### src/hdl/ab3_pkg.sv
// Types, codes and constants shared by the Adams-Bashforth integrator modules.
`timescale 1ns / 1ps
`default_nettype none

package ab3_pkg;

   // Field widths.
   localparam int IDX_W  = 4;
   localparam int VAL_W  = 32;
   localparam int TIME_W = 48;
   localparam int STEP_W = 24;

   // Step size after reset, Q0.24.
   localparam logic [STEP_W-1:0] STEP_RESET = 24'd16777;

   // Starter phases; the last one is the steady phase.
   localparam logic [3:0] PHASE_1      = 4'd1;
   localparam logic [3:0] PHASE_2      = 4'd2;
   localparam logic [3:0] PHASE_3      = 4'd3;
   localparam logic [3:0] PHASE_4      = 4'd4;
   localparam logic [3:0] PHASE_5      = 4'd5;
   localparam logic [3:0] PHASE_6      = 4'd6;
   localparam logic [3:0] PHASE_STEADY = 4'd8;

   // Datapath widths: weighted sum, low split of the sum, full product.
   localparam int SUM_W    = 38;
   localparam int SUM_LO_W = 18;
   localparam int PLO_W    = STEP_W + SUM_LO_W;
   localparam int PHI_W    = STEP_W + 1 + SUM_W - SUM_LO_W;
   localparam int PROD_W   = 62;

   // Right shifts that take out 2^24 and the power-of-two part of the divisor.
   localparam logic [4:0] SHIFT_BY_4  = 5'd26;
   localparam logic [4:0] SHIFT_BY_8  = 5'd27;
   localparam logic [4:0] SHIFT_BY_16 = 5'd28;

   // Weights of the Adams-Bashforth sum.
   localparam logic signed [SUM_W-1:0] COEF_NEW  = SUM_W'(23);
   localparam logic signed [SUM_W-1:0] COEF_MID  = SUM_W'(16);
   localparam logic signed [SUM_W-1:0] COEF_OLD  = SUM_W'(5);
   localparam logic signed [SUM_W-1:0] COEF_HALF = SUM_W'(3);

   // Divide-by-three unit: dividend width, bits per cycle, cycles.
   localparam int DIV_W      = 36;
   localparam int DIV_STEP   = 9;
   localparam int DIV_CYCLES = DIV_W / DIV_STEP;
   localparam int DIV_CNT_W  = $clog2(DIV_CYCLES + 1);

   // The scaled product is clipped to +/-2^34 (far past saturation) and then
   // biased by 3*2^33 so that the divide-by-three sees a positive number.
   localparam logic signed [PROD_W-1:0] Q_MAX = (PROD_W'(1) << 34) - PROD_W'(1);
   localparam logic signed [PROD_W-1:0] Q_MIN = -(PROD_W'(1) << 34);
   localparam logic [PROD_W-1:0] DIV_OFFSET   = PROD_W'(3) << 33;
   localparam logic [DIV_W-1:0] BIAS_DIRECT   = DIV_W'(3) << 33;
   localparam logic [DIV_W-1:0] BIAS_DIV3     = DIV_W'(1) << 33;

   typedef struct packed {
      logic [IDX_W-1:0]         elem_index;
      logic signed [VAL_W-1:0]  state_value;
      logic signed [VAL_W-1:0]  derivative;
      logic [TIME_W-1:0]        time_now;
      logic                     last_element;
   } req_type;

   typedef struct packed {
      logic [IDX_W-1:0]         out_index;
      logic signed [VAL_W-1:0]  next_value;
      logic [TIME_W-1:0]        next_time;
      logic                     saturated;
      logic                     last_out;
   } rsp_type;

   // One history memory word: the four derivative history values of an element.
   typedef struct packed {
      logic signed [VAL_W-1:0] full_new;
      logic signed [VAL_W-1:0] full_old;
      logic signed [VAL_W-1:0] sub_new;
      logic signed [VAL_W-1:0] sub_old;
   } hist_type;

   typedef enum logic [2:0] {
      ST_IDLE,
      ST_SUM,
      ST_MUL,
      ST_ACC,
      ST_SCALE,
      ST_DIV,
      ST_FIN
   } state_type;

endpackage

`default_nettype wire

### src/hdl/ab3_div3.sv
// Multicycle floor divide by three of an unsigned word, several bits per cycle.
`timescale 1ns / 1ps
`default_nettype none

module ab3_div3
   import ab3_pkg::*;
(
   input  wire logic             clock,
   input  wire logic             reset,
   input  wire logic             start,
   input  wire logic [DIV_W-1:0] dividend,
   output logic                  busy,
   output logic [DIV_W-1:0]      quotient
);

   logic [DIV_W-1:0]     num_ff, num_in;
   logic [DIV_W-1:0]     quo_ff, quo_in;
   logic [1:0]           rem_ff, rem_in;
   logic [DIV_CNT_W-1:0] count_ff, count_in;

   // Long division by three, most significant bit first, one chunk a cycle.
   always_comb begin
      logic [2:0] part;
      logic [1:0] rem;
      logic [DIV_W-1:0] quo;
      rem = rem_ff;
      quo = quo_ff;
      for (int i = 0; i < DIV_STEP; i++) begin
         part = {rem, num_ff[DIV_W-1-i]};
         quo  = {quo[DIV_W-2:0], (part >= 3'd3)};
         if (part >= 3'd3) begin
            part = part - 3'd3;
         end
         rem = part[1:0];
      end
      if (start) begin
         num_in   = dividend;
         quo_in   = '0;
         rem_in   = '0;
         count_in = DIV_CNT_W'(DIV_CYCLES);
      end else if (count_ff != '0) begin
         num_in   = num_ff << DIV_STEP;
         quo_in   = quo;
         rem_in   = rem;
         count_in = count_ff - DIV_CNT_W'(1);
      end else begin
         num_in   = num_ff;
         quo_in   = quo_ff;
         rem_in   = rem_ff;
         count_in = count_ff;
      end
   end

   always_ff @(posedge clock) begin
      if (reset) begin
         count_ff <= '0;
      end else begin
         count_ff <= count_in;
      end
      num_ff <= num_in;
      quo_ff <= quo_in;
      rem_ff <= rem_in;
   end

   assign busy     = (count_ff != '0);
   assign quotient = quo_ff;

endmodule

`default_nettype wire

### config.mk
export PLATFORM = sky130hd
export DESIGN_NAME = ab3_div3
export DESIGN_NICKNAME = d
export VERILOG_FILES = /design/src/hdl/ab3_pkg.sv /design/src/hdl/ab3_div3.sv
export SDC_FILE = /design/constraint.sdc
export NUM_CORES = 1
export LEC_CHECK = 0
export CORE_UTILIZATION = 68
export CTS_CLUSTER_SIZE = 10
export DETAILED_ROUTE_END_ITERATION = 8
export DONT_BUFFER_PORTS = 1
export PLACE_DENSITY = 0.82
export SYNTH_ARGS = -nofsm -noshare
export SYNTH_HDL_FRONTEND = slang
export SYNTH_SLANG_ARGS = --single-unit
### constraint.sdc
create_clock -name clock -period 13.4 [get_ports clock]
set_input_delay 2.01 -clock clock [delete_from_list [all_inputs] [get_ports clock]]
set_output_delay 2.01 -clock clock [all_outputs]
set_load 0.02 [all_outputs]
==> impl_metrics.tcl, run 1 <==
set metrics [dict create \
    status "completed" \
    fin_tns_setup_ps 0 \
    synth_fp_nets 417 \
    gp_congestion 0.841 \
    yosys_most_used_dff "dfxtp_1" \
    powerDensity_mw_per_mm2 240 \
    viasPerCell 6.13 \
    comb_power_share 0.494 \
    slew_viol_final 0 \
    die_x_um 77.7 \
    netlist_area_mm2 0.00389 \
    hold_path.class "reg -> reg" \
    crit_fanout 9 \
    overflow 0 \
    post-cts-setup-buffers 0 \
    critPathMaxStageDelay_ps 500 \
    setup_violations 0 \
    reg2reg_slack_ps 3360 \
    pin_count 76 \
    via_count 2662 \
    sequentialPowerShare 0.338 \
    finalCritPeriodShare 0.750 \
    maxCapViolations 0 \
    worst-slew-pin-transition_ps 844 \
    synthCells 366 \
    ys_async_sr_fraction 0 \
    cts.htree.levels 3 \
    routed_wl_um 6830 \
    place_inst 418 \
    nets 408 \
    required_ps 13640 \
    place_area_mm2 0.00391 \
    clockRootBuffer "clkbuf_8" \
    hold-path-cell-count 2 \
    hold_ws_ps 534 \
    post-place-ws_ps 3430 \
    p_leak_nw 1.63 \
    drc_errors 0 \
    die_h_um 77.7 \
    ys_warn_count 0 \
    clkPwrFrac 0.168 \
    path_class "reg -> reg" \
    rows 27 \
    dp_hpwl_um 4670 \
    ys_seq_area_frac 0.488 \
    ctsResizeCount 0 \
    power.switching_mw 0.428 \
    relSlewSlack 0.437 \
    ys_types 63 \
    area_growth_pct 5.14 \
    clkSlewWorstSetupHoldPaths_ps 90 \
    die_area_mm2 0.00603 \
    grt_pass1_vias 2527 \
    clockBufferDepth 2 \
    finalNonFillerCells 434 \
    p_int_mw 0.553 \
    grt_use_total 0.239 \
    swShare 0.436 \
    fmax_mhz 99.6 \
    arrival_ps 10290 \
    r2r_cells 52 \
    fin_ws_ps 3360 \
    post-route-min-period_ps 10040 \
    cts_buffers 9 \
    final_core_util 0.743 \
    setup.worst_path.end_class "flop" \
    synth-seq-cells 77 \
    drive_gt1_frac 0.169 \
    start_util 0.707 \
    synth_edf_count 36 \
    grt_pass1_wl_um 11200 \
    finClkSkew_ps 11.1 \
    detail-route-antenna-nets 0 \
    critical-path-slowest-cell "edfxtp_1" \
    cts.sinks 77 \
    start_kind "flop" \
    num_antenna_cells 0 \
    ctsHoldBuffers 0 \
    first_pass_iters 4 \
    antenna_found_initial 0 \
    port_buffers 0 \
    avgRoutedWirePerCell_um 15.7 \
    clock_latency_ps 350 \
    grt_start_max_net_pins 79 \
    core_area_mm2 0.00551 \
    hold_viol_final 0 \
    worst_path_most_repeated_cell "ha_1" \
    drt_iter0_drc 207 \
    peakVddDrop_mv 0.173 \
    finalInstanceArea_mm2 0.00409 \
    cts_tree "done" \
    p_total_mw 0.982 \
    grt_setup_unrepaired "no" \
    avgSynthCellArea_um2 10.6 \
]
## state kept, by name, indices dropped and copies added, names as in the netlist
| register | count |
|---|---|
| rem_ff | 2 |
| num_ff | 36 |
| quotient | 36 |
| count_ff | 3 |
## cells in the final DEF (no fill, tap or decap), types with 3 or more instances in the layout
cell,Yosys,layout
ha_1,12,11
or3_1,3,3
mux2_2,27,27
nand2b_1,4,3
mux2i_1,28,28
o22ai_1,5,5
dfxtp_1,41,41
o31ai_1,3,3
and2_1,9,9
nand2_1,18,18
nor3_1,9,9
nor4_1,4,4
edfxtp_1,36,36
inv_1,14,14
nor2_1,54,54
a21oi_1,17,17
clkbuf_8,0,9
clkinv_4,1,3
o21ai_0,11,11
## kinds of logic after synthesis
group,after synthesis,synth area share
adders and majority gates,12,0.0386
DFF,77,0.488
buffers and inverters,37,0.0398
muxes,57,0.157
AOI/OAI and AO/OA,69,0.134
xor gates and xnor gates,1,0.00225
and+or+nand+nor,113,0.139
## cells in the mapped netlist (2+ instances only)
library cell / n / area share
a221o_1: 2 / 0.0051
o21a_1: 2 / 0.0039
o211ai_1: 2 / 0.0039
o22ai_1: 5 / 0.0080
nor4_1: 4 / 0.0064
mux2_2: 27 / 0.078
mux2i_1: 28 / 0.072
or3_1: 3 / 0.0048
a31oi_1: 2 / 0.0032
a21oi_1: 17 / 0.022
nand2b_1: 4 / 0.0064
nor3_1: 9 / 0.012
nand2_1: 18 / 0.017
a211oi_1: 2 / 0.0039
buf_2: 3 / 0.0039
o31ai_1: 3 / 0.0058
nor2_1: 54 / 0.052
clkbuf_1: 15 / 0.014
inv_1: 14 / 0.013
buf_1: 2 / 0.0019
a221oi_1: 2 / 0.0045
o21ai_0: 11 / 0.014
and2_1: 9 / 0.014
a2111oi_0: 2 / 0.0045
ha_1: 12 / 0.039
edfxtp_1: 36 / 0.28
a221oi_2: 2 / 0.0077
dfxtp_1: 41 / 0.21
## worst paths after layout
kind               start     endpoint
min          count_ff[1]  count_ff[1]
max reg2reg   num_ff[35]  quotient[0]
max           num_ff[35]  quotient[0]
min reg2reg  count_ff[1]  count_ff[1]
## power by group through the flow
stage	Clock [mW]	Combinational, mW	Sequential (mW)
2_1_floorplan	0	0.408	0.326
3_3_place_gp	0	0.460	0.335
3_5_place_dp	0	0.480	0.337
4_1_cts	0.168	0.483	0.332
5_1_grt	0.178	0.541	0.336
6_report	0.165	0.485	0.332
## final cells by class
cell class                      count  area (um2)
Multi-Input combinational cell    252        1840
Inverter                           16        65.1
Clock buffer                        9         124
Tap cell                           72        90.1
Clock inverter                      7        63.8
Sequential cell                    77        1900
Fill cell                         394        1410
Timing Repair Buffer                1        7.51
## routing by layer
layer | track usage | vias up | part of all wire
li1 | - | 1326 | -
met1 | 0.262 | 1237 | 0.42
met2 | 0.414 | 85 | 0.50
met3 | 0.0929 | 14 | 0.069
met4 | 0.0925 | 0 | 0.016
met5 | 0 | - | 0
## critical path, delay by kind of cell (launching register included)
kind            cells  cell delay, ps
fa+ha+maj           9            2460
buf+inv             4             360
compound gates     21            3420
simple gates       18            3170
flops               1             500
Power figures use the tool's default switching activity.
==> run 2: changes to the inputs <==
--- a/config.mk
+++ b/config.mk
@@ -5,11 +5,11 @@
 export SDC_FILE = /design/constraint.sdc
 export NUM_CORES = 1
 export LEC_CHECK = 0
-export CORE_UTILIZATION = 68
+export CORE_UTILIZATION = 57
 export CTS_CLUSTER_SIZE = 10
 export DETAILED_ROUTE_END_ITERATION = 8
 export DONT_BUFFER_PORTS = 1
-export PLACE_DENSITY = 0.82
+export PLACE_DENSITY = 0.73
 export SYNTH_ARGS = -nofsm -noshare
 export SYNTH_HDL_FRONTEND = slang
 export SYNTH_SLANG_ARGS = --single-unit
==> constraint.sdc (replaced) <==
create_clock -name clock -period 8.94 [get_ports clock]
set_input_delay 1.341 -clock clock [delete_from_list [all_inputs] [get_ports clock]]
set_output_delay 1.341 -clock clock [all_outputs]
set_load 0.02 [all_outputs]
==> run 2 against run 1 <==
  * The run now ends with design-rule violations left
  * Non-clock buffer count increased by 18
  * Fmax increased by 18%
  * Setup slack got worse by 2900 ps
  * Sequential power increased by 51%
  * Count of clock-buffer cells in the layout unchanged
==> impl_metrics.tcl, run 2 (synthesis results as in run 1) <==
set metrics [dict create \
    worst-slew-pin-transition_ps 839 \
    finalNonFillerCells 456 \
    start_kind "flop" \
    power.switching_mw 0.688 \
    antenna_found_initial 0 \
    maxCapViolations 0 \
    clkPwrFrac 0.137 \
    gp_congestion 0.867 \
    layout_common_cells "50 x nor2_1, 40 x dfxtp_1, 36 x edfxtp_1" \
    finalCritPeriodShare 0.948 \
    status "finished, violations left" \
    r2r_cells 53 \
    grt_start_max_net_pins 79 \
    detail-route-antenna-nets 0 \
    busiest_layer "met2" \
    cts_tree "done" \
    crit_fanout 8 \
    port_buffers 0 \
    crit_path_start "num_ff[35]" \
    overflow 0 \
    relSlewSlack 0.441 \
    post-route-min-period_ps 8480 \
    met3_usage 0.0718 \
    avgRoutedWirePerCell_um 15.8 \
    setup_violations 0 \
    die_x_um 84.7 \
    hold_ws_ps 538 \
    die_h_um 84.7 \
    worst_path_most_repeated_cell "nand2_1" \
    r2r_end "quotient[0]" \
    swShare 0.421 \
    arrival_ps 8730 \
    clock_latency_ps 350 \
    clockBufferDepth 2 \
    comb_power_share 0.558 \
    cts.htree.levels 3 \
    critical-path-slowest-cell "or4_4" \
    core_area_mm2 0.00646 \
    area_growth_pct 11.3 \
    finalInstanceArea_mm2 0.00433 \
    grt_pass1_wl_um 11400 \
    place_inst 428 \
    fmax_mhz 118 \
    pin_count 76 \
    violations "design-rule violations" \
    clockRootBuffer "clkbuf_8" \
    drt_iter0_drc 105 \
    setup.worst_path.end_class "flop" \
    place_area_mm2 0.00395 \
    first_pass_iters 7 \
    sequentialPowerShare 0.305 \
    start_util 0.603 \
    powerDensity_mw_per_mm2 378 \
    peakVddDrop_mv 0.237 \
    drc_errors 6 \
    grt_pass1_vias 2552 \
    final_common_cell "nor2_1" \
    p_int_mw 0.948 \
    cts.sinks 77 \
    nets 426 \
    final_core_util 0.671 \
    fin_ws_ps 462 \
    hold_path.class "reg -> reg" \
    via_count 2722 \
    rr_startpoint "num_ff[35]" \
    clkSlewWorstSetupHoldPaths_ps 80 \
    rows 29 \
    die_area_mm2 0.00717 \
    critPathMaxStageDelay_ps 520 \
    drive_gt1_frac 0.259 \
    num_antenna_cells 0 \
    endpoint "quotient[0]" \
    routed_wl_um 7210 \
    finClkSkew_ps 9.40 \
    post-place-ws_ps -126 \
    path_class "reg -> reg" \
    dp_hpwl_um 4650 \
    use_met2 0.340 \
    slew_viol_final 0 \
    hold_viol_final 0 \
    p_leak_nw 1.73 \
    viasPerCell 5.97 \
    cts_buffers 9 \
    met1_usage 0.231 \
    reg2reg_slack_ps 460 \
    grt_use_total 0.201 \
    required_ps 9190 \
]
==> run 2: cell types whose count changed in the layout (fill, tap and decap cells not counted), moves of 2 or more <==
| cell | previous run | this run |
|---|---|---|
| buf_4 | 1 | 16 |
| ha_1 | 11 | 4 |
| ha_2 | 1 | 5 |
| nor2_1 | 54 | 50 |
| buf_6 | 0 | 3 |
| clkinv_2 | 0 | 3 |
| ha_4 | 0 | 3 |
| nor2_4 | 0 | 3 |
| inv_8 | 2 | 0 |
| nor3_1 | 9 | 7 |
| o21ai_0 | 11 | 9 |
==> run 2: power by group through the flow <==
stage	logic, mW	clock network, mW	registers (mW)
finish	0.913	0.225	0.500
global route	0.993	0.243	0.507
CTS	0.754	0.230	0.497
detailed placement	0.746	0	0.506
global placement	0.729	0	0.503
floorplan	0.612	0	0.488
==> run 2: critical path: cells and delay by family (launching register included) <==
kind | cells | cell delay (ps)
buf+inv | 7 | 650
simple gates | 18 | 2410
flops | 1 | 450
fa+ha+maj | 9 | 1780
compound gates | 19 | 3110
==> run 2: per-stage QoR <==
| step | TNS [ps] | total power, mW |
|---|---|---|
| 2_1_floorplan | 0 | 1.10 |
| 3_5_place_dp | -340 | 1.25 |
| 5_1_grt | -59.1 | 1.74 |
| 4_1_cts | 0 | 1.48 |
| 6_report | 0 | 1.64 |
| 3_3_place_gp | 0 | 1.23 |
==> run 2: area by class of cell <==
type	instances	area, um2
fillers	497	2120
flip-flops and latches	77	1900
clock buffers	9	124
well taps	77	96.3
inverters	16	65.1
multi-input cells	252	1950
repair buffers	19	154
clock inverters	6	38.8
==> run 2: worst min path at each step <==
stage / slack [ps] / cells past startpoint / from / to
floorplan: 510 / 2 / count_ff[1] / count_ff[1]
global placement: 520 / 2 / count_ff[1] / count_ff[1]
detailed placement: 520 / 2 / count_ff[0] / count_ff[0]
CTS: 540 / 2 / count_ff[0] / count_ff[0]
global route: 560 / 1 / num_ff[12] / num_ff[21]
finish: 540 / 2 / count_ff[0] / count_ff[0]
==> run 2: layer usage <==
metal,share of wire,up-vias
li1,-,1347
met4,0.019,0
met5,0,-
met3,0.060,12
met2,0.50,73
met1,0.43,1290
==> run 2: what timing repair did <==
item	4_1_cts	5_1_grt
gates resized for setup	1	32
setup endpoints to repair	3	3
hold endpoints to repair	0	0
pin swaps	0	12
cloned	0	0
hold buffers	0	0
buffers inserted	1	12
